--- src/sv/assert_macros.svh ---
// Assertion helpers shared by the queue and back-end RTL files.
`ifndef ASSERT_MACROS_SVH
`define ASSERT_MACROS_SVH

`ifndef SYNTHESIS
// prop must hold at every rising clock edge outside reset
`define TWTD_ASSERT(lbl, clk, rst_n, prop, msg) \
  lbl: assert property (@(posedge clk) disable iff (!rst_n) (prop)) else $error(msg);
// expr must never be true outside reset
`define TWTD_NEVER(lbl, clk, rst_n, expr, msg) \
  lbl: assert property (@(posedge clk) disable iff (!rst_n) !(expr)) else $error(msg);
`else
`define TWTD_ASSERT(lbl, clk, rst_n, prop, msg)
`define TWTD_NEVER(lbl, clk, rst_n, expr, msg)
`endif

`endif

--- src/sv/twtd_pkg.sv ---
`default_nettype none
package twtd_pkg;

  // default field widths
  localparam int TIME_BITS_DEF = 16;
  localparam int FRAC_BITS_DEF = 8;
  localparam int TIME_BITS_MAX = 32;

  // fixed widths
  localparam int GAIN_BITS      = 16;
  localparam int DIST_BITS      = 48;
  localparam int CFG_INDEX_BITS = 8;
  localparam int CFG_DATA_BITS  = 32;

  // register indexes
  localparam logic [CFG_INDEX_BITS-1:0] REG_GAIN_ON_TIME  = 8'd0;
  localparam logic [CFG_INDEX_BITS-1:0] REG_GAIN_EARLY    = 8'd1;
  localparam logic [CFG_INDEX_BITS-1:0] REG_GAIN_LATE     = 8'd2;
  localparam logic [CFG_INDEX_BITS-1:0] REG_WIDEST_WINDOW = 8'd3;

  // register reset values
  localparam logic [GAIN_BITS-1:0] GAIN_ON_TIME_RST = 16'd256;
  localparam logic [GAIN_BITS-1:0] GAIN_EARLY_RST   = 16'd384;
  localparam logic [GAIN_BITS-1:0] GAIN_LATE_RST    = 16'd512;

  // configuration seen by the datapath
  typedef struct packed {
    logic [GAIN_BITS-1:0]     k1;
    logic [GAIN_BITS-1:0]     k2;
    logic [GAIN_BITS-1:0]     k3;
    logic [TIME_BITS_MAX-1:0] widest;
  } cfg_t;

endpackage
`default_nettype wire

--- src/sv/twtd_front.sv ---
`default_nettype none
module twtd_front #(
  parameter int TIME_BITS = twtd_pkg::TIME_BITS_DEF,
  parameter int FRAC_BITS = twtd_pkg::FRAC_BITS_DEF,
  localparam int TW = TIME_BITS + FRAC_BITS + 2,
  localparam int IW = 8 * TW + TIME_BITS + 2
) (
  input  wire logic                                 clk_i,
  input  wire logic                                 rst_ni,
  input  wire logic                                 cfg_valid_i,
  output logic                                      cfg_ready_o,
  input  wire logic [twtd_pkg::CFG_INDEX_BITS-1:0]  cfg_index_i,
  input  wire logic [twtd_pkg::CFG_DATA_BITS-1:0]   cfg_data_i,
  output twtd_pkg::cfg_t                            cfg_o,
  input  wire logic                                 in_valid_i,
  output logic                                      in_stall_o,
  input  wire logic [TIME_BITS-1:0]                 from_open_i,
  input  wire logic [TIME_BITS-1:0]                 from_close_i,
  input  wire logic [TIME_BITS-1:0]                 from_service_i,
  input  wire logic [TIME_BITS+FRAC_BITS-1:0]       travel_time_i,
  input  wire logic [TIME_BITS-1:0]                 to_open_i,
  input  wire logic [TIME_BITS-1:0]                 to_close_i,
  input  wire logic                                 room_i,
  output logic                                      push_o,
  output logic [IW-1:0]                             item_o
);

  logic [twtd_pkg::GAIN_BITS-1:0] k1_q, k2_q, k3_q;
  logic [TIME_BITS-1:0]           ww_q;

  // configuration registers, always ready
  assign cfg_ready_o = 1'b1;

  always_ff @(posedge clk_i or negedge rst_ni) begin
    if (!rst_ni) begin
      k1_q <= twtd_pkg::GAIN_ON_TIME_RST;
      k2_q <= twtd_pkg::GAIN_EARLY_RST;
      k3_q <= twtd_pkg::GAIN_LATE_RST;
      ww_q <= '0;
    end else if (cfg_valid_i) begin
      unique case (cfg_index_i)
        twtd_pkg::REG_GAIN_ON_TIME:  k1_q <= cfg_data_i[twtd_pkg::GAIN_BITS-1:0];
        twtd_pkg::REG_GAIN_EARLY:    k2_q <= cfg_data_i[twtd_pkg::GAIN_BITS-1:0];
        twtd_pkg::REG_GAIN_LATE:     k3_q <= cfg_data_i[twtd_pkg::GAIN_BITS-1:0];
        twtd_pkg::REG_WIDEST_WINDOW: ww_q <= cfg_data_i[TIME_BITS-1:0];
        default: ;
      endcase
    end
  end

  always_comb begin
    cfg_o.k1     = k1_q;
    cfg_o.k2     = k2_q;
    cfg_o.k3     = k3_q;
    cfg_o.widest = twtd_pkg::TIME_BITS_MAX'(ww_q);
  end

  // shifted departure window and clamped integral bounds
  logic [TW-1:0]            a_t, b_t, m0, m1;
  logic [TW-1:0]            e0, e1, g0, g1, l0, l1, mn1b, mx0a;
  logic signed [TIME_BITS:0] w_t;

  always_comb begin
    a_t = TW'({to_open_i, {FRAC_BITS{1'b0}}});
    b_t = TW'({to_close_i, {FRAC_BITS{1'b0}}});
    m0  = TW'({(TIME_BITS+1)'(from_open_i) + (TIME_BITS+1)'(from_service_i),
               {FRAC_BITS{1'b0}}}) + TW'(travel_time_i);
    m1  = TW'({(TIME_BITS+1)'(from_close_i) + (TIME_BITS+1)'(from_service_i),
               {FRAC_BITS{1'b0}}}) + TW'(travel_time_i);
    w_t = $signed({1'b0, from_close_i}) - $signed({1'b0, from_open_i});
    e1   = (m1 < a_t) ? m1 : a_t;
    e0   = (m0 < a_t) ? m0 : a_t;
    mn1b = (m1 < b_t) ? m1 : b_t;
    g1   = (mn1b > a_t) ? mn1b : a_t;
    mx0a = (m0 > a_t) ? m0 : a_t;
    g0   = (mx0a < b_t) ? mx0a : b_t;
    l1   = (m1 > b_t) ? m1 : b_t;
    l0   = (m0 > b_t) ? m0 : b_t;
  end

  // one classified item waits here for room in the queue
  logic          fr_vld_q;
  logic [IW-1:0] fr_item_q;
  logic          take;

  assign push_o     = fr_vld_q && room_i;
  assign in_stall_o = fr_vld_q && !room_i;
  assign take       = in_valid_i && !in_stall_o;
  assign item_o     = fr_item_q;

  always_ff @(posedge clk_i or negedge rst_ni) begin
    if (!rst_ni) begin
      fr_vld_q <= 1'b0;
    end else if (take) begin
      fr_vld_q <= 1'b1;
    end else if (push_o) begin
      fr_vld_q <= 1'b0;
    end
  end

  always_ff @(posedge clk_i) begin
    if (take) begin
      fr_item_q <= {(w_t == '0), w_t, b_t, a_t, l1, l0, g1, g0, e1, e0};
    end
  end

endmodule
`default_nettype wire

--- config.mk ---
export PLATFORM = sky130hd
export DESIGN_NAME = twtd_front
export DESIGN_NICKNAME = d
export VERILOG_FILES = /design/src/sv/assert_macros.svh /design/src/sv/twtd_pkg.sv /design/src/sv/twtd_front.sv
export SDC_FILE = /design/constraint.sdc
export NUM_CORES = 1
export LEC_CHECK = 0
export ABC_AREA = 1
export BUFFER_PORTS_ARGS = -buffer_cell sky130_fd_sc_hd__buf_4
export CORE_ASPECT_RATIO = 0.6
export CORE_UTILIZATION = 42
export CTS_CLUSTER_SIZE = 16
export DETAILED_ROUTE_END_ITERATION = 10
export HOLD_SLACK_MARGIN = 0.1
export PLACE_DENSITY_LB_ADDON = 0.12
export SLEW_MARGIN = 20
export SYNTH_ARGS = -nofsm -noshare
export SYNTH_HDL_FRONTEND = slang
export SYNTH_SLANG_ARGS = --single-unit
--- constraint.sdc ---
create_clock -name clk_i -period 11.2 [get_ports clk_i]
set_clock_uncertainty 0.05 [all_clocks]
set_input_delay 1.68 -clock clk_i [delete_from_list [all_inputs] [get_ports clk_i]]
set_output_delay 1.68 -clock clk_i [all_outputs]
set_load 0.05 [all_outputs]
==> impl_metrics.yaml <==
run_status:
  status: "completed"
finish:
  instances_no_fill: 2790
  num-nets-final: 2579
  drive_gt1_share_pct: 21.6
  final_cell_area_mm2: 0.0210
  fill_cells: 3649
  seq_area_mm2: 0.00782
  layout_common_cells: "nand2_1 (455), buf_4 (412), edfxtp_1 (206)"
  diodes: 0
  final_common_cell: "nand2_1"
  area_growth_pct: 26.0
  multi_input_area_mm2: 0.00782
pwr:
  powerDensity_mw_per_mm2: 232
  switching_share_pct: 46.7
  clockPowerShare_pct: 19.2
  seqPwrFrac_pct: 28.4
  ir_drop_mv: 0.121
  p_int_mw: 2.61
  combPwrFrac_pct: 52.3
  p_switching_mw: 2.28
  power_leakage_nw: 10.2
worst_setup_path:
  path_common_cell: "nand2_1"
  start_kind: "input port"
  worst-r2r-cell-count: 5
  cp.arrival_ns: 9.20
  reg2reg_slack_ns: 8.09
  max_stage_delay_ns: 0.64
  reg2reg_to: "item_o[61]"
  end_kind: "flip-flop"
  crit_type: "input port to flip-flop"
  crit_slowest_cell: "o21ai_0"
  cp_max_fo: 24
  crit_required_ns: 11.46
  regToRegStartpoint: "fr_vld_q"
clocking:
  cts_resized: 0
  clock_sinks: 271
  cts_buffer_depth: 3
  cts_buffers: 28
  root_buffer: "clkbuf_16"
  cts_setup_buffers: 0
  clk_latency_ns: 0.56
  cts_hold_buffers: 0
  cts_tree: "built"
  clk_pin_slew_ns: 0.06
  cts_max_level: 1
sta:
  max_slew.worst_pin.slew_ns: 1.07
  fin_ws_ns: 2.26
  maxSlewHeadroom_pct: 28.3
  setup_viol: 0
  worst_hold_slack_ns: 0.436
  hold_viol: 0
  fmax_mhz: 112
  maxSlewViolCount: 0
  rsz0062_at_grt: "false"
  period_needed_ns: 8.94
  tns_ns: 0
  period_share_pct: 79.9
hold_path:
  holdPathStages: 2
  holdPathEnd: "k3_q[12]"
  hold_path.startpoint: "k3_q[12]"
  hold_path_class: "flip-flop to flip-flop"
floorplan:
  coreArea_mm2: 0.0391
  die_w_um: 259
  start_util_pct: 42.7
  die_h_um: 156
  core.rowCount: 56
  fp.dieArea_mm2: 0.0406
  io_pins: 458
yosys:
  avgSynthCellArea_um2: 9.08
  ys_seq_elements: 271
  yosysTopAreaCell: "edfxtp_1"
  ys.flop_type: "edfxtp_1"
  synth_edf_count: 206
  ys_warn_count: 0
  mappedNetlistArea_mm2: 0.0167
  synth_area_leaders: "edfxtp_1 (37%), ha_1 (13%), nand2_1 (10%), dfrtp_1 (9.1%), o21ai_0 (4.9%)"
  yosysSeqAreaShare_pct: 46.8
  syn_inst: 1840
  async_flop_share_pct: 24.0
  synthDistinctLibCells: 47
  synth_top_cell_area_share_pct: 37.0
place:
  dp_slack_ns: 1.99
  port_buffers: 404
  place_congestion: 0.929
  place_area_mm2: 0.0201
  place_inst: 2738
  dp_hpwl_um: 40600
global_route:
  grt_pass1_wl_um: 76400
  grt_pass1_vias: 12889
  grt.total_usage_pct: 24.6
  gr-total-overflow: 0
  grt_max_degree: 72
  antenna_found_initial: 0
routing:
  drc: 0
  drtPass1Iterations: 5
  drt_first_iter_violations: 1247
  viasPerCell: 5.06
  num_vias: 14111
  wire_per_inst_um: 18.4
  antenna_left: 0
  wl_um: 51200
flow_run:
  maxCapViolations: 0
## power by group through the flow
stage / clock network, mW / registers, mW / logic, mW
finish: 0.940 / 1.39 / 2.56
detailed placement: 0 / 1.41 / 2.53
global route: 0.995 / 1.41 / 2.80
global placement: 0 / 1.41 / 2.48
CTS: 0.960 / 1.39 / 2.54
floorplan: 0 / 1.96 / 1.27
## cell families (layout without fill, tap and decap cells)
kind of cell | count (synthesis) | after routing | share of synthesized area, %
xor gates and xnor gates | 68 | 68 | 3.57
buffers and inverters | 277 | 662 | 7.45
other | 2 | 45 | 0.0450
and+or+nand+nor | 707 | 707 | 17.4
adders and majority gates | 184 | 184 | 14.0
DFF | 271 | 271 | 46.8
AOI/OAI and AO/OA | 331 | 331 | 10.7
## how the worst max path moves through the flow
stage	slack, ns	endpoint	cells after the start	startpoint
5_1_grt	1.86	item_o[61]	34	from_open_i[2]
2_1_floorplan	3.28	item_o[0]	4	room_i
6_report	2.26	item_o[89]	36	from_service_i[0]
3_5_place_dp	1.99	item_o[97]	38	from_service_i[0]
4_1_cts	2.56	item_o[89]	38	from_service_i[0]
3_3_place_gp	2.17	item_o[89]	36	from_close_i[0]
## flip-flops by register name, summed over array words and instances, names as in the netlist
register / cells
ww_q: 16
item_o: 206
fr_vld_q: 1
k1_q: 16
k3_q: 16
k2_q: 16
## synthesized netlist by cell type (2+ instances only)
library cell    n
a211oi_1        8
a21boi_0        4
a21o_1          8
a21oi_1       108
a21oi_2         2
a31oi_1         6
buf_2           4
buf_4          43
buf_6           5
clkbuf_1       27
conb_1          2
dfrtp_1        61
dfstp_2         4
edfxtp_1      206
fa_1            5
ha_1          179
inv_1         197
nand2_1       457
nand2_2         8
nand2_4         3
nand3_1        72
nand3_2         3
nand4_1        15
nor2_1        119
nor2_2          7
nor3_1         13
nor3b_1         2
o211ai_1        6
o21a_1          2
o21ai_0       164
o21ai_1        11
o21bai_1        6
o41ai_1         2
or2_1           2
xnor2_1        29
xor2_1         39
## metal layers
metal / track usage [%] / vias to the layer above / wire, µm
li1: - / 6940 / -
met1: 37.1 / 6642 / 24500
met2: 35.1 / 466 / 21600
met3: 5.77 / 63 / 4010
met4: 5.66 / 0 / 1120
met5: 0 / - / 0
## worst max-delay path, delay by kind of cell
kind | cells | cell delay [ns]
adders and majority gates | 5 | 1.65
buffers and inverters | 2 | 0.15
and+or+nand+nor | 21 | 3.34
xor gates and xnor gates | 2 | 0.71
AOI/OAI and AO/OA | 6 | 1.64
## stage by stage
stage	power (mW)	util [%]
after floorplan	3.22	-
after global placement	3.89	51.5
after detailed placement	3.94	51.5
after CTS	4.89	53.8
after global routing	5.20	53.8
final	4.89	53.8
## layout make-up
class	instances	area share [%]
multi-input combinational	1335	37.2
sequential	271	37.2
timing repair buffer	412	14.7
clock buffer	42	3.82
inverter	198	3.53
tap	522	3.10
clock inverter	10	0.494
No activity file was read; power rests on OpenSTA's default activity.
