## config.mk

```make
export PLATFORM = sky130hd
export DESIGN_NAME = twtd_fifo
export DESIGN_NICKNAME = d
export VERILOG_FILES = /design/src/sv/twtd_fifo.sv
export VERILOG_INCLUDE_DIRS = /design/src /design/src/sv
export SDC_FILE = /design/constraint.sdc
export NUM_CORES = 1
export LEC_CHECK = 0
export ABC_AREA = 1
export BUFFER_PORTS_ARGS = -buffer_cell sky130_fd_sc_hd__buf_2
export CORE_MARGIN = 3
export CORE_UTILIZATION = 49
export DETAILED_ROUTE_END_ITERATION = 12
export GPL_ROUTABILITY_DRIVEN = 1
export PLACE_DENSITY = 0.8
export SLEW_MARGIN = 20
export SYNTH_ARGS = -nofsm -noshare
export SYNTH_HDL_FRONTEND = slang
export SYNTH_SLANG_ARGS = --single-unit
```

## constraint.sdc

```tcl
create_clock -name clk_i -period 1.55 [get_ports clk_i]
set_input_delay 0 -clock clk_i [delete_from_list [all_inputs] [get_ports clk_i]]
set_output_delay 0 -clock clk_i [all_outputs]
set_load 0.05 [all_outputs]
```

## src/sv/assert_macros.svh

```systemverilog
// Assertion helpers shared by the queue and back-end RTL files.
`ifndef ASSERT_MACROS_SVH
`define ASSERT_MACROS_SVH

`ifndef SYNTHESIS
// prop must hold at every rising clock edge outside reset
`define TWTD_ASSERT(lbl, clk, rst_n, prop, msg) \
  lbl: assert property (@(posedge clk) disable iff (!rst_n) (prop)) else $error(msg);
// expr must never be true outside reset
`define TWTD_NEVER(lbl, clk, rst_n, expr, msg) \
  lbl: assert property (@(posedge clk) disable iff (!rst_n) !(expr)) else $error(msg);
`else
`define TWTD_ASSERT(lbl, clk, rst_n, prop, msg)
`define TWTD_NEVER(lbl, clk, rst_n, expr, msg)
`endif

`endif

```

## src/sv/twtd_fifo.sv

```systemverilog
`default_nettype none
`include "assert_macros.svh"
module twtd_fifo #(
  parameter int WIDTH = 8
) (
  input  wire logic             clk_i,
  input  wire logic             rst_ni,
  input  wire logic             push_i,
  input  wire logic [WIDTH-1:0] data_i,
  output logic                  room_o,
  input  wire logic             pop_i,
  output logic                  empty_o,
  output logic [WIDTH-1:0]      data_o
);

  // two-entry queue between front and back
  logic [WIDTH-1:0] mem_q [2];
  logic             wr_q, rd_q;
  logic [1:0]       cnt_q;
  logic             pop;

  assign empty_o = (cnt_q == 2'd0);
  assign pop     = pop_i && !empty_o;
  assign room_o  = (cnt_q != 2'd2) || pop;
  assign data_o  = mem_q[rd_q];

  always_ff @(posedge clk_i or negedge rst_ni) begin
    if (!rst_ni) begin
      wr_q  <= 1'b0;
      rd_q  <= 1'b0;
      cnt_q <= 2'd0;
    end else begin
      if (push_i) wr_q <= !wr_q;
      if (pop)    rd_q <= !rd_q;
      cnt_q <= cnt_q + 2'(push_i) - 2'(pop);
    end
  end

  always_ff @(posedge clk_i) begin
    if (push_i) mem_q[wr_q] <= data_i;
  end

  `TWTD_ASSERT(a_push_room, clk_i, rst_ni, push_i |-> room_o, "push into full queue")
  `TWTD_NEVER(a_cnt_range, clk_i, rst_ni, cnt_q == 2'd3, "queue count out of range")

endmodule
`default_nettype wire

```

==> results of run 1 <==
worst register-to-register path: cells and delay by family, from the launching register on:
family                   cells  cell delay, ps
adder cells (fa/ha/maj)      2             410
AND/OR/NAND/NOR              4             230
buffers and inverters        4             230
flip-flops                   1             430
layer usage:
layer / global-route usage / wire (µm) / vias up
met1: 0.188 / 614 / 269
met3: 0.0460 / 73 / 4
met4: 0.105 / 31 / 0
met2: 0.282 / 793 / 16
li1: - / - / 303
met5: 0 / 0 / -
sequential cells by signal, summed over array words and instances, names as in the netlist:
| name | cells |
|---|---|
| mem_q | 16 |
| cnt_q | 2 |
| rd_q | 1 |
| wr_q | 1 |
final timing paths:
path	end	slack [ps]	cells past startpoint
min	cnt_q[0]	20	2
min in group clk_i	mem_q[0][1]	420	2
max in group asynchronous	wr_q	1410	2
min reg2reg	wr_q	520	1
max reg2reg	cnt_q[1]	160	10
max	data_o[2]	150	3
report_power, final:
group | total [mW] | leakage, nW | switching (mW) | internal [mW]
Sequential | 0.834 | 0.198 | 0.105 | 0.730
Clock | 0.410 | 0.0279 | 0.149 | 0.261
Combinational | 1.06 | 0.317 | 0.792 | 0.267
Total | 2.30 | 0.543 | 1.05 | 1.26
cell usage after synthesis:
cell / count / area [µm²]
nand3_1: 3 / 15.0
nand2_4: 1 / 11.3
inv_8: 1 / 11.3
buf_6: 1 / 11.3
inv_1: 7 / 26.3
ha_1: 2 / 25.0
dfrtp_1: 4 / 100
nor2_1: 1 / 3.75
xor2_1: 1 / 8.76
edfxtp_1: 16 / 480
nand2_1: 32 / 120
inv_2: 2 / 7.51
nand2_2: 1 / 6.26
final cells by class:
class	count	area, µm²	share of cell area
Clock buffer	3	22.5	0.0203
Multi-Input combinational cell	41	190	0.171
Clock inverter	1	30.0	0.0270
Timing Repair Buffer	33	223	0.200
Inverter	10	45.0	0.0405
Sequential cell	20	581	0.523
Tap cell	16	20.0	0.0180
per-stage QoR:
stage                     hold slack [ps]  std cells  setup WS [ps]
after detailed placement             -191        109            172
after floorplan                      -296         72            262
after CTS                            16.3        124            146
final                                22.4        124            150
after global routing                 12.6        124           38.2
after global placement               -193        109            244
cell families (layout without fill, tap and decap cells):
kind of cell | after synthesis | count (layout) | share of synthesized area
xor+xnor | 1 | 1 | 0.0106
fa+ha+maj | 2 | 2 | 0.0303
flops | 20 | 20 | 0.702
simple gates | 38 | 38 | 0.189
buf+inv | 11 | 47 | 0.0681
timing repair:
item | in CTS | in global routing
buffers inserted | 0 | 0
gates resized for setup | 0 | 0
hold buffers | 11 | 0
endpoints found under the hold margin | 23 | 0
==> metrics.txt, run 1 <==
# TYPE chip_impl_metric gauge
chip_impl_metric{name="final_core_utilization",unit=""} 0.721
chip_impl_metric{name="via_count",unit=""} 592
chip_impl_info{name="holdCritPathClass",value="input port to async pin"} 1
chip_impl_metric{name="netlist_area",unit="µm²"} 827
chip_impl_metric{name="period_minus_slack",unit="ps"} 1400
chip_impl_metric{name="detail_route.wl_per_cell",unit="µm"} 12.2
chip_impl_metric{name="synth.ff_latch_count",unit=""} 20
chip_impl_metric{name="gp_congestion",unit=""} 0.737
chip_impl_metric{name="place.port_buffers",unit=""} 21
chip_impl_metric{name="tritoncts.num_buffers",unit=""} 3
chip_impl_metric{name="core",unit="µm²"} 1540
chip_impl_info{name="critical-path-top-delay-family",value="flip-flops"} 1
chip_impl_metric{name="fin_setup_tns",unit="ps"} 0
chip_impl_metric{name="drt_iter0_markers",unit=""} 15
chip_impl_metric{name="final_cell_area",unit="µm²"} 1110
chip_impl_metric{name="first_global_vias",unit=""} 562
chip_impl_metric{name="ys.warnings.count",unit=""} 0
chip_impl_metric{name="fp.dieW",unit="µm"} 47.1
chip_impl_metric{name="final_antenna_net_count",unit=""} 0
chip_impl_metric{name="powerDensity",unit="nW/µm²"} 2070
chip_impl_metric{name="wl_final",unit="mm"} 1.51
chip_impl_metric{name="clock_skew",unit="ps"} 1.79
chip_impl_metric{name="io-pin-count",unit=""} 22
chip_impl_metric{name="final.fill_count",unit=""} 106
chip_impl_metric{name="irDropWorstVdd",unit="mV"} 1.38
chip_impl_info{name="timing.rr.start",value="cnt_q[1]"} 1
chip_impl_info{name="slowest_stage",value="dfrtp_1"} 1
chip_impl_metric{name="detailed_place_hpwl",unit="µm"} 981
chip_impl_metric{name="fin_crit_sh",unit=""} 0.903
chip_impl_metric{name="drc_errors",unit=""} 0
chip_impl_metric{name="worst_case_clock_buffer_depth",unit=""} 2
chip_impl_metric{name="crit_buf_inv",unit=""} 1
chip_impl_metric{name="clkSlewWorstSetupHoldPaths",unit="ps"} 100
chip_impl_info{name="layout.cells.most_common",value="nand2_1"} 1
chip_impl_metric{name="groute.usage.overall",unit=""} 0.168
chip_impl_metric{name="initial_standard_cell_utilization_of_the_core",unit=""} 0.537
chip_impl_info{name="cp_common_cell",value="nand2_1"} 1
chip_impl_metric{name="dr.pass1.iters",unit=""} 4
chip_impl_metric{name="drv_cap",unit=""} 0
chip_impl_metric{name="post_route_cells_drive_above_1_share",unit=""} 0.287
chip_impl_metric{name="avgSynthCellArea",unit="µm²"} 11.5
chip_impl_metric{name="post-layout-total-power",unit="mW"} 2.30
chip_impl_metric{name="cpPeakStageDelay",unit="ps"} 640
chip_impl_metric{name="tritoncts_num_sinks",unit=""} 20
chip_impl_info{name="critical_path.startpoint_type",value="flip-flop"} 1
chip_impl_metric{name="diodes",unit=""} 0
chip_impl_metric{name="global_route_wire_length_before_repair",unit="mm"} 2.35
chip_impl_metric{name="seq_area_frac_synth",unit=""} 0.702
chip_impl_metric{name="grt_max_degree",unit=""} 13
chip_impl_metric{name="critPathArrivalTime",unit="ps"} 1400
chip_impl_metric{name="routed_via_density",unit=""} 4.77
chip_impl_info{name="path_cells",value="nand2_1, nand2_1, buf_2"} 1
chip_impl_metric{name="critical_path.max_fanout",unit=""} 10
chip_impl_metric{name="dpl-instance-area",unit="µm²"} 948
chip_impl_metric{name="nNetsFinal",unit=""} 123
chip_impl_metric{name="grt_overflow",unit=""} 0
chip_impl_info{name="cts_tree",value="yes"} 1
chip_impl_metric{name="slew_at_the_pin_with_the_worst_max_slew_slack",unit="ps"} 458
chip_impl_metric{name="flow.area_growth_from_synthesis",unit="%"} 34.3
chip_impl_metric{name="synth.distinct_cells",unit=""} 13
chip_impl_metric{name="timing.fmax",unit="MHz"} 714
chip_impl_info{name="layout_common_cells",value="nand2_1 (32), buf_2 (21), edfxtp_1 (16)"} 1
chip_impl_metric{name="clk_latency",unit="ps"} 290
chip_impl_metric{name="height_of_the_chip",unit="µm"} 47.1
chip_impl_metric{name="slew-limit-headroom",unit=""} 0.695
chip_impl_metric{name="grt_antenna_before_repair",unit=""} 0
chip_impl_metric{name="hold_viol_final",unit=""} 0
chip_impl_info{name="rsz0062_at_grt",value="no"} 1
chip_impl_metric{name="synth_cells",unit=""} 72
chip_impl_metric{name="fp-row-count",unit=""} 14
chip_impl_info{name="clock-root-buffer",value="clkbuf_4"} 1
chip_impl_info{name="critPathCaptureType",value="output pin"} 1
chip_impl_metric{name="synth_nets",unit=""} 86
chip_impl_metric{name="critical_path_required",unit="ps"} 1550
chip_impl_metric{name="die_area",unit="µm²"} 2220
chip_impl_metric{name="clock_tree.htree_level_count",unit=""} 1
chip_impl_metric{name="setup_viol",unit=""} 0
chip_impl_metric{name="finalMaxSlewViolations",unit=""} 0
chip_impl_metric{name="total_leakage_power",unit="nW"} 0.543
chip_impl_info{name="run_status",value="finished clean"} 1
chip_impl_info{name="timing_worst_setup_path_type",value="flip-flop to output pin"} 1
chip_impl_info{name="startpoint",value="rd_q"} 1
Note: power is estimated with default switching activity, not from simulation.
==> run 2, diff against run 1 <==
- SETUP_SLACK_MARGIN: not set -> 0.5
==> metrics.txt, run 2 (synthesis gave the netlist of run 1 again) <==
# TYPE chip_impl_metric gauge
chip_impl_metric{name="timing.fmax",unit="MHz"} 723
chip_impl_metric{name="routed_via_density",unit=""} 5.55
chip_impl_metric{name="nNetsFinal",unit=""} 135
chip_impl_metric{name="period_minus_slack",unit="ps"} 1380
chip_impl_info{name="critical_path.startpoint_type",value="flip-flop"} 1
chip_impl_metric{name="groute.usage.overall",unit=""} 0.208
chip_impl_metric{name="worst_case_clock_buffer_depth",unit=""} 2
chip_impl_metric{name="wl_final",unit="mm"} 2.96
chip_impl_info{name="layout.cells.most_common",value="edfxtp_1"} 1
chip_impl_metric{name="r2r.worst_path.cells",unit=""} 9
chip_impl_metric{name="grt_antenna_before_repair",unit=""} 0
chip_impl_metric{name="clock_tree.htree_level_count",unit=""} 1
chip_impl_metric{name="core",unit="µm²"} 1540
chip_impl_metric{name="fin_setup_tns",unit="ps"} 0
chip_impl_metric{name="total_leakage_power",unit="nW"} 0.661
chip_impl_metric{name="detail_route.wl_per_cell",unit="µm"} 21.8
chip_impl_metric{name="cpPeakStageDelay",unit="ps"} 420
chip_impl_metric{name="wl_met3",unit="µm"} 177
chip_impl_metric{name="post_route_cells_drive_above_1_share",unit=""} 0.600
chip_impl_info{name="path_cells",value="inv_2, nand2_4, nand2_4, inv_4, ha_4, inv_2, ha_4, nand3_2, nand2_1"} 1
chip_impl_metric{name="clock_skew",unit="ps"} 2.12
chip_impl_info{name="holdCritPathClass",value="input port to async pin"} 1
chip_impl_metric{name="critPathArrivalTime",unit="ps"} 1590
chip_impl_info{name="critPathCaptureType",value="flip-flop"} 1
chip_impl_metric{name="critical_path.max_fanout",unit=""} 2
chip_impl_metric{name="global_route_wire_length_before_repair",unit="mm"} 2.99
chip_impl_metric{name="fp.dieW",unit="µm"} 47.1
chip_impl_metric{name="via_count",unit=""} 755
chip_impl_metric{name="initial_standard_cell_utilization_of_the_core",unit=""} 0.537
chip_impl_metric{name="drt_iter0_markers",unit=""} 18
chip_impl_metric{name="p_sw_frac",unit=""} 0.471
chip_impl_metric{name="slew-limit-headroom",unit=""} 0.820
chip_impl_info{name="largest_registers",value="mem_q (16), cnt_q (2)"} 1
chip_impl_info{name="rsz0062_at_grt",value="yes"} 1
chip_impl_info{name="clock-root-buffer",value="clkbuf_4"} 1
chip_impl_metric{name="flow.area_growth_from_synthesis",unit="%"} 76.9
chip_impl_metric{name="cellInternalPower",unit="mW"} 1.72
chip_impl_metric{name="fp-row-count",unit=""} 14
chip_impl_metric{name="drv_cap",unit=""} 0
chip_impl_metric{name="clk_latency",unit="ps"} 310
chip_impl_info{name="layout_common_cells",value="edfxtp_1 (16), nand2_1 (13), nand2_4 (12)"} 1
chip_impl_metric{name="powerDensity",unit="nW/µm²"} 2220
chip_impl_info{name="cts_tree",value="yes"} 1
chip_impl_info{name="worstReg2RegEnd",value="cnt_q[1]"} 1
chip_impl_metric{name="dr.pass1.iters",unit=""} 6
chip_impl_metric{name="pwr-share-clk",unit=""} 0.082
chip_impl_metric{name="wire_length_on_met1",unit="µm"} 952
chip_impl_metric{name="critical_path_required",unit="ps"} 1760
chip_impl_info{name="top_layer",value="met4"} 1
chip_impl_info{name="registers.top_by_ff_count",value="mem_q"} 1
chip_impl_metric{name="place.port_buffers",unit=""} 21
chip_impl_metric{name="final_antenna_net_count",unit=""} 0
chip_impl_metric{name="irDropWorstVdd",unit="mV"} 1.60
chip_impl_metric{name="die_area",unit="µm²"} 2220
chip_impl_metric{name="first_global_vias",unit=""} 679
chip_impl_metric{name="crit_buf_inv",unit=""} 3
chip_impl_metric{name="share_seq_of_total_power",unit=""} 0.258
chip_impl_metric{name="io-pin-count",unit=""} 22
chip_impl_info{name="timing_worst_setup_path_type",value="flip-flop to flip-flop"} 1
chip_impl_metric{name="worstSetupPathDepth",unit=""} 9
chip_impl_metric{name="height_of_the_chip",unit="µm"} 47.1
chip_impl_metric{name="gp_congestion",unit=""} 0.653
chip_impl_metric{name="diodes",unit=""} 0
chip_impl_metric{name="tritoncts_num_sinks",unit=""} 20
chip_impl_metric{name="finalMaxSlewViolations",unit=""} 0
chip_impl_info{name="run_status",value="finished clean"} 1
chip_impl_metric{name="p_sw",unit="mW"} 1.53
chip_impl_metric{name="tritoncts.num_buffers",unit=""} 3
chip_impl_metric{name="drc_errors",unit=""} 0
chip_impl_metric{name="grt_max_degree",unit=""} 12
chip_impl_info{name="timing.rr.start",value="cnt_q[1]"} 1
chip_impl_metric{name="hold_viol_final",unit=""} 0
chip_impl_metric{name="grt_overflow",unit=""} 0
chip_impl_metric{name="worst-r2r-setup-slack",unit="ps"} 170
chip_impl_metric{name="detailed_place_hpwl",unit="mm"} 1.09
chip_impl_metric{name="share_of_total_power_in_combinational_logic",unit=""} 0.660
chip_impl_metric{name="clkSlewWorstSetupHoldPaths",unit="ps"} 120
chip_impl_metric{name="slew_at_the_pin_with_the_worst_max_slew_slack",unit="ps"} 269
chip_impl_metric{name="setup_viol",unit=""} 0
chip_impl_info{name="slowest_stage",value="dfrtp_1"} 1
chip_impl_metric{name="largest_reg_flops",unit=""} 16
chip_impl_metric{name="post-layout-total-power",unit="mW"} 3.25
chip_impl_info{name="critical-path-top-delay-family",value="adder cells"} 1
chip_impl_metric{name="fin_crit_sh",unit=""} 0.892
chip_impl_metric{name="route.met2.wl",unit="mm"} 1.68
-- run 2: metrics by stage --
| stage | util | cells | area, µm² | hold slack [ps] | setup WS, ps |
|---|---|---|---|---|---|
| after global routing | 0.949 | 136 | 1460 | 20.8 | 127 |
| after global placement | 0.612 | 108 | 943 | -189 | 243 |
| after detailed placement | 0.612 | 108 | 943 | -187 | 187 |
| final | 0.949 | 136 | 1460 | 22.5 | 168 |
| after floorplan | - | 72 | 830 | -296 | 262 |
| after CTS | 0.841 | 134 | 1300 | 23.7 | 258 |
-- run 2: worst reg2reg max path, stage by stage (launching register included) --
cell     delay (ps)
dfrtp_1         420
inv_2            90
nand2_4          60
nand2_4          70
inv_4            40
ha_4            260
inv_2            40
ha_4            160
nand3_2          60
nand2_1          70
-- run 2: worst max-delay path by stage --
stage,startpoint,end
2_1_floorplan,cnt_q[1],cnt_q[1]
4_1_cts,cnt_q[1],cnt_q[1]
3_3_place_gp,cnt_q[1],cnt_q[1]
3_5_place_dp,cnt_q[1],cnt_q[1]
5_1_grt,cnt_q[1],cnt_q[1]
6_report,cnt_q[1],cnt_q[1]
-- run 2: cell type report --
cell class,count,area (µm²)
Tap cell,16,20.0
Sequential cell,20,582
Clock inverter,1,3.75
Timing Repair inverter,1,16.3
Fill cell,47,78.8
Clock buffer,3,22.5
Multi-Input combinational cell,41,335
Timing Repair Buffer,44,424
Inverter,10,58.8
-- run 2: per-layer routing --
layer | track usage | vias to the layer above
met3 | 0.0230 | 18
met1 | 0.213 | 355
met5 | 0 | -
met4 | 0.133 | 0
li1 | - | 328
met2 | 0.393 | 54
-- run 2: power groups by stage --
| stage | sequential [mW] | combinational [mW] | clock [mW] |
|---|---|---|---|
| 6_report | 0.839 | 2.15 | 0.268 |
| 5_1_grt | 0.846 | 2.24 | 0.288 |
| 4_1_cts | 0.795 | 1.67 | 0.247 |
| 3_5_place_dp | 0.851 | 1.03 | 0 |
| 3_3_place_gp | 0.839 | 0.999 | 0 |
| 2_1_floorplan | 0.787 | 0.878 | 0 |
-- run 2: repair_timing --
| item | 4_1_cts | 5_1_grt |
|---|---|---|
| setup endpoints to repair | 28 | 21 |
| cloned | 1 | 0 |
| gates resized for setup | 43 | 42 |
| buffers inserted | 10 | 2 |
| pin swaps | 9 | 14 |
| hold endpoints to repair | 22 | 0 |
| hold buffers | 11 | 0 |
==> run 3, diff against run 2 <==
- ABC_AREA: 1 -> 0
- MAX_ROUTING_LAYER: not set -> met4
==> metrics.txt, run 3 <==
# TYPE chip_impl_metric gauge
chip_impl_metric{name="clk_latency",unit="ps"} 300
chip_impl_info{name="synth_top_flop_cell",value="edfxtp_1"} 1
chip_impl_metric{name="final_critical_path_setup_slack",unit="ps"} 109
chip_impl_info{name="slowest_stage",value="dfrtp_1"} 1
chip_impl_metric{name="routed_via_density",unit=""} 4.90
chip_impl_info{name="synth_most_common_cell",value="edfxtp_1"} 1
chip_impl_info{name="critPathCaptureType",value="flip-flop"} 1
chip_impl_info{name="cp_common_cell",value="ha_4"} 1
chip_impl_info{name="timing_worst_setup_path_type",value="flip-flop to flip-flop"} 1
chip_impl_metric{name="finalNonFillerCells",unit=""} 101
chip_impl_metric{name="p_sw",unit="mW"} 0.987
chip_impl_metric{name="drt_iter0_markers",unit=""} 9
chip_impl_metric{name="grt_antenna_before_repair",unit=""} 0
chip_impl_info{name="layout.cells.most_common",value="edfxtp_1"} 1
chip_impl_metric{name="irDropWorstVdd",unit="mV"} 1.27
chip_impl_metric{name="place.port_buffers",unit=""} 21
chip_impl_metric{name="share_seq_of_total_power",unit=""} 0.317
chip_impl_metric{name="synth.distinct_cells",unit=""} 13
chip_impl_metric{name="pre_cts_setup_slack",unit="ps"} 54.1
chip_impl_info{name="registers.top_by_ff_count",value="mem_q"} 1
chip_impl_metric{name="diodes",unit=""} 0
chip_impl_metric{name="largest_reg_flops",unit=""} 16
chip_impl_metric{name="powerDensity",unit="nW/µm²"} 2020
chip_impl_info{name="critical_path.startpoint_type",value="flip-flop"} 1
chip_impl_metric{name="fp-row-count",unit=""} 14
chip_impl_metric{name="nNetsFinal",unit=""} 100
chip_impl_metric{name="seq_area_frac_synth",unit=""} 0.715
chip_impl_metric{name="clkSlewWorstSetupHoldPaths",unit="ps"} 110
chip_impl_info{name="clock-root-buffer",value="clkbuf_4"} 1
chip_impl_metric{name="avgSynthCellArea",unit="µm²"} 18.9
chip_impl_metric{name="gp_congestion",unit=""} 0.577
chip_impl_info{name="run_status",value="finished clean"} 1
chip_impl_metric{name="via_count",unit=""} 495
chip_impl_metric{name="critical_path_required",unit="ps"} 1750
chip_impl_metric{name="clock_skew",unit="ps"} 6.87
chip_impl_metric{name="cellInternalPower",unit="mW"} 1.54
chip_impl_info{name="top_cells_by_instance_count_after_synthesis",value="edfxtp_1 (16), mux2_4 (8), dfrtp_1 (4)"} 1
chip_impl_info{name="layout_common_cells",value="edfxtp_1 (16), buf_2 (11), dlygate4sd3_1 (10), buf_6 (10), mux2_4 (8)"} 1
chip_impl_info{name="path_cells",value="o21a_2, ha_4, inv_2, ha_4, xnor2_2, xnor2_1"} 1
chip_impl_metric{name="yosysTopAreaCellShare",unit=""} 0.592
chip_impl_info{name="largest_registers",value="mem_q (16), cnt_q (2)"} 1
chip_impl_metric{name="holdWs",unit="ps"} 8.67
chip_impl_metric{name="grt_max_degree",unit=""} 12
chip_impl_metric{name="post_route_cells_drive_above_1_share",unit=""} 0.600
chip_impl_metric{name="critPathArrivalTime",unit="ps"} 1640
chip_impl_info{name="cts_tree",value="yes"} 1
chip_impl_metric{name="total_leakage_power",unit="nW"} 0.531
chip_impl_metric{name="clock_tree.htree_level_count",unit=""} 1
chip_impl_metric{name="cpPeakStageDelay",unit="ps"} 410
chip_impl_metric{name="p_sw_frac",unit=""} 0.390
chip_impl_metric{name="share_of_total_power_in_combinational_logic",unit=""} 0.583
chip_impl_metric{name="hold_viol_final",unit=""} 0
chip_impl_metric{name="wl_final",unit="mm"} 1.43
chip_impl_metric{name="timing.fmax",unit="MHz"} 694
chip_impl_metric{name="fin_crit_sh",unit=""} 0.930
chip_impl_metric{name="synth_nets",unit=""} 57
chip_impl_metric{name="postSynth.asyncResetShare",unit=""} 0.200
chip_impl_metric{name="synth_cells",unit=""} 43
chip_impl_metric{name="height_of_the_chip",unit="µm"} 46.7
chip_impl_metric{name="critical_path.max_fanout",unit=""} 2
chip_impl_metric{name="dr.pass1.iters",unit=""} 3
chip_impl_metric{name="place.detailed.instances",unit=""} 79
chip_impl_metric{name="synth-edff-count",unit=""} 16
chip_impl_metric{name="die_area",unit="µm²"} 2180
chip_impl_metric{name="setup_viol",unit=""} 0
chip_impl_metric{name="flow.area_growth_from_synthesis",unit="%"} 54.2
chip_impl_metric{name="synth.ff_latch_count",unit=""} 20
chip_impl_metric{name="core",unit="µm²"} 1540
chip_impl_info{name="yosys-top-cells-area",value="edfxtp_1 (59%), mux2_4 (15%), dfrtp_1 (12%)"} 1
chip_impl_metric{name="global_route_wire_length_before_repair",unit="mm"} 2.11
chip_impl_metric{name="crit_buf_inv",unit=""} 1
chip_impl_metric{name="slew-limit-headroom",unit=""} 0.823
chip_impl_metric{name="pwr-share-clk",unit=""} 0.100
chip_impl_metric{name="worst_case_clock_buffer_depth",unit=""} 2
chip_impl_metric{name="groute.usage.overall",unit=""} 0.152
chip_impl_metric{name="ys.warnings.count",unit=""} 0
chip_impl_info{name="post-synth-top-area-cell",value="edfxtp_1"} 1
chip_impl_metric{name="finalMaxSlewViolations",unit=""} 0
chip_impl_metric{name="drv_cap",unit=""} 0
chip_impl_metric{name="netlist_area",unit="µm²"} 812
chip_impl_metric{name="final_antenna_net_count",unit=""} 0
chip_impl_metric{name="tritoncts_num_sinks",unit=""} 20
chip_impl_metric{name="tritoncts.num_buffers",unit=""} 3
chip_impl_info{name="rsz0062_at_grt",value="yes"} 1
chip_impl_metric{name="slew_at_the_pin_with_the_worst_max_slew_slack",unit="ps"} 265
chip_impl_metric{name="drc_errors",unit=""} 0
chip_impl_metric{name="detail_route.wl_per_cell",unit="µm"} 14.2
chip_impl_metric{name="first_global_vias",unit=""} 498
chip_impl_metric{name="io-pin-count",unit=""} 22
chip_impl_metric{name="fp.dieW",unit="µm"} 46.7
chip_impl_metric{name="fin_setup_tns",unit="ps"} 0
chip_impl_info{name="holdCritPathClass",value="input port to async pin"} 1
chip_impl_metric{name="grt_overflow",unit=""} 0
chip_impl_metric{name="initial_standard_cell_utilization_of_the_core",unit=""} 0.527
chip_impl_info{name="critical-path-top-delay-family",value="adder cells"} 1
chip_impl_metric{name="period_minus_slack",unit="ps"} 1440
run 3: changes by cell type after synthesis:
cell,before,now
nand2_1,32,1
nand2_4,1,0
nand2_2,1,0
xor2_1,1,2
and2_1,0,1
nand3_1,3,0
inv_2,2,0
inv_1,7,2
mux2_4,0,8
nor2_1,1,2
o21a_2,0,1
xnor2_1,0,2
inv_8,1,0
nor2b_1,0,1
run 3: worst register-to-register path, stage by stage, from the launching register on:
cell and delay [ps]:
dfrtp_1 410, o21a_2 250, ha_4 260, inv_2 30, ha_4 150, xnor2_2 130, xnor2_1 120
run 3: kinds of logic after synthesis:
kind of cell               synth area share
buffers and inverters                0.0231
adders and majority gates            0.0308
AOI/OAI and AO/OA                    0.0108
DFF                                   0.715
xor gates and xnor gates             0.0432
muxes                                 0.148
and+or+nand+nor                      0.0293
run 3: path summary, 6_finish.rpt:
kind / start / endpoint / slack [ps] / cells after the start
setup reg to reg: cnt_q[1] / cnt_q[1] / 110 / 6
max in group asynchronous: rst_ni / rd_q / 1410 / 2
min in group clk_i: pop_i / rd_q / 170 / 4
hold / removal: rst_ni / wr_q / 9 / 2
setup / recovery: cnt_q[1] / cnt_q[1] / 110 / 6
hold reg to reg: wr_q / wr_q / 660 / 2
run 3: power by group through the flow:
stage	logic, mW	registers [mW]	clock network [mW]
3_3_place_gp	0.924	0.860	0
2_1_floorplan	0.868	0.797	0
5_1_grt	1.55	0.815	0.283
3_5_place_dp	0.946	0.866	0
6_report	1.47	0.803	0.252
4_1_cts	1.38	0.795	0.250
run 3: final cells by class:
type,count,area [µm²]
Timing Repair Buffer,39,350
Clock buffer,4,26.3
Multi-Input combinational cell,20,267
Sequential cell,20,582
Fill cell,75,289
Tap cell,16,20.0
Inverter,2,7.51
run 3: timing repair:
| item | in CTS | in global routing |
|---|---|---|
| cloned | 0 | 0 |
| setup buffers | 6 | 2 |
| setup endpoints to repair | 28 | 23 |
| pin swaps | 5 | 1 |
| resized for setup | 29 | 7 |
| hold buffers | 10 | 0 |
| hold endpoints to repair | 22 | 0 |
run 3: through the flow:
stage / utilization / power, mW / instance area [µm²]
after floorplan: - / 1.66 / 840
after global placement: 0.619 / 1.78 / 953
after detailed placement: 0.619 / 1.81 / 953
after CTS: 0.791 / 2.43 / 1220
after global routing: 0.813 / 2.65 / 1250
final: 0.813 / 2.53 / 1250
run 3: layer usage:
layer | GRT usage | share of wire | up-vias
met5 | - | 0 | -
met4 | 0.0663 | 0.015 | 0
met3 | 0.0352 | 0.038 | 2
met2 | 0.255 | 0.56 | 17
met1 | 0.171 | 0.38 | 239
li1 | - | - | 237
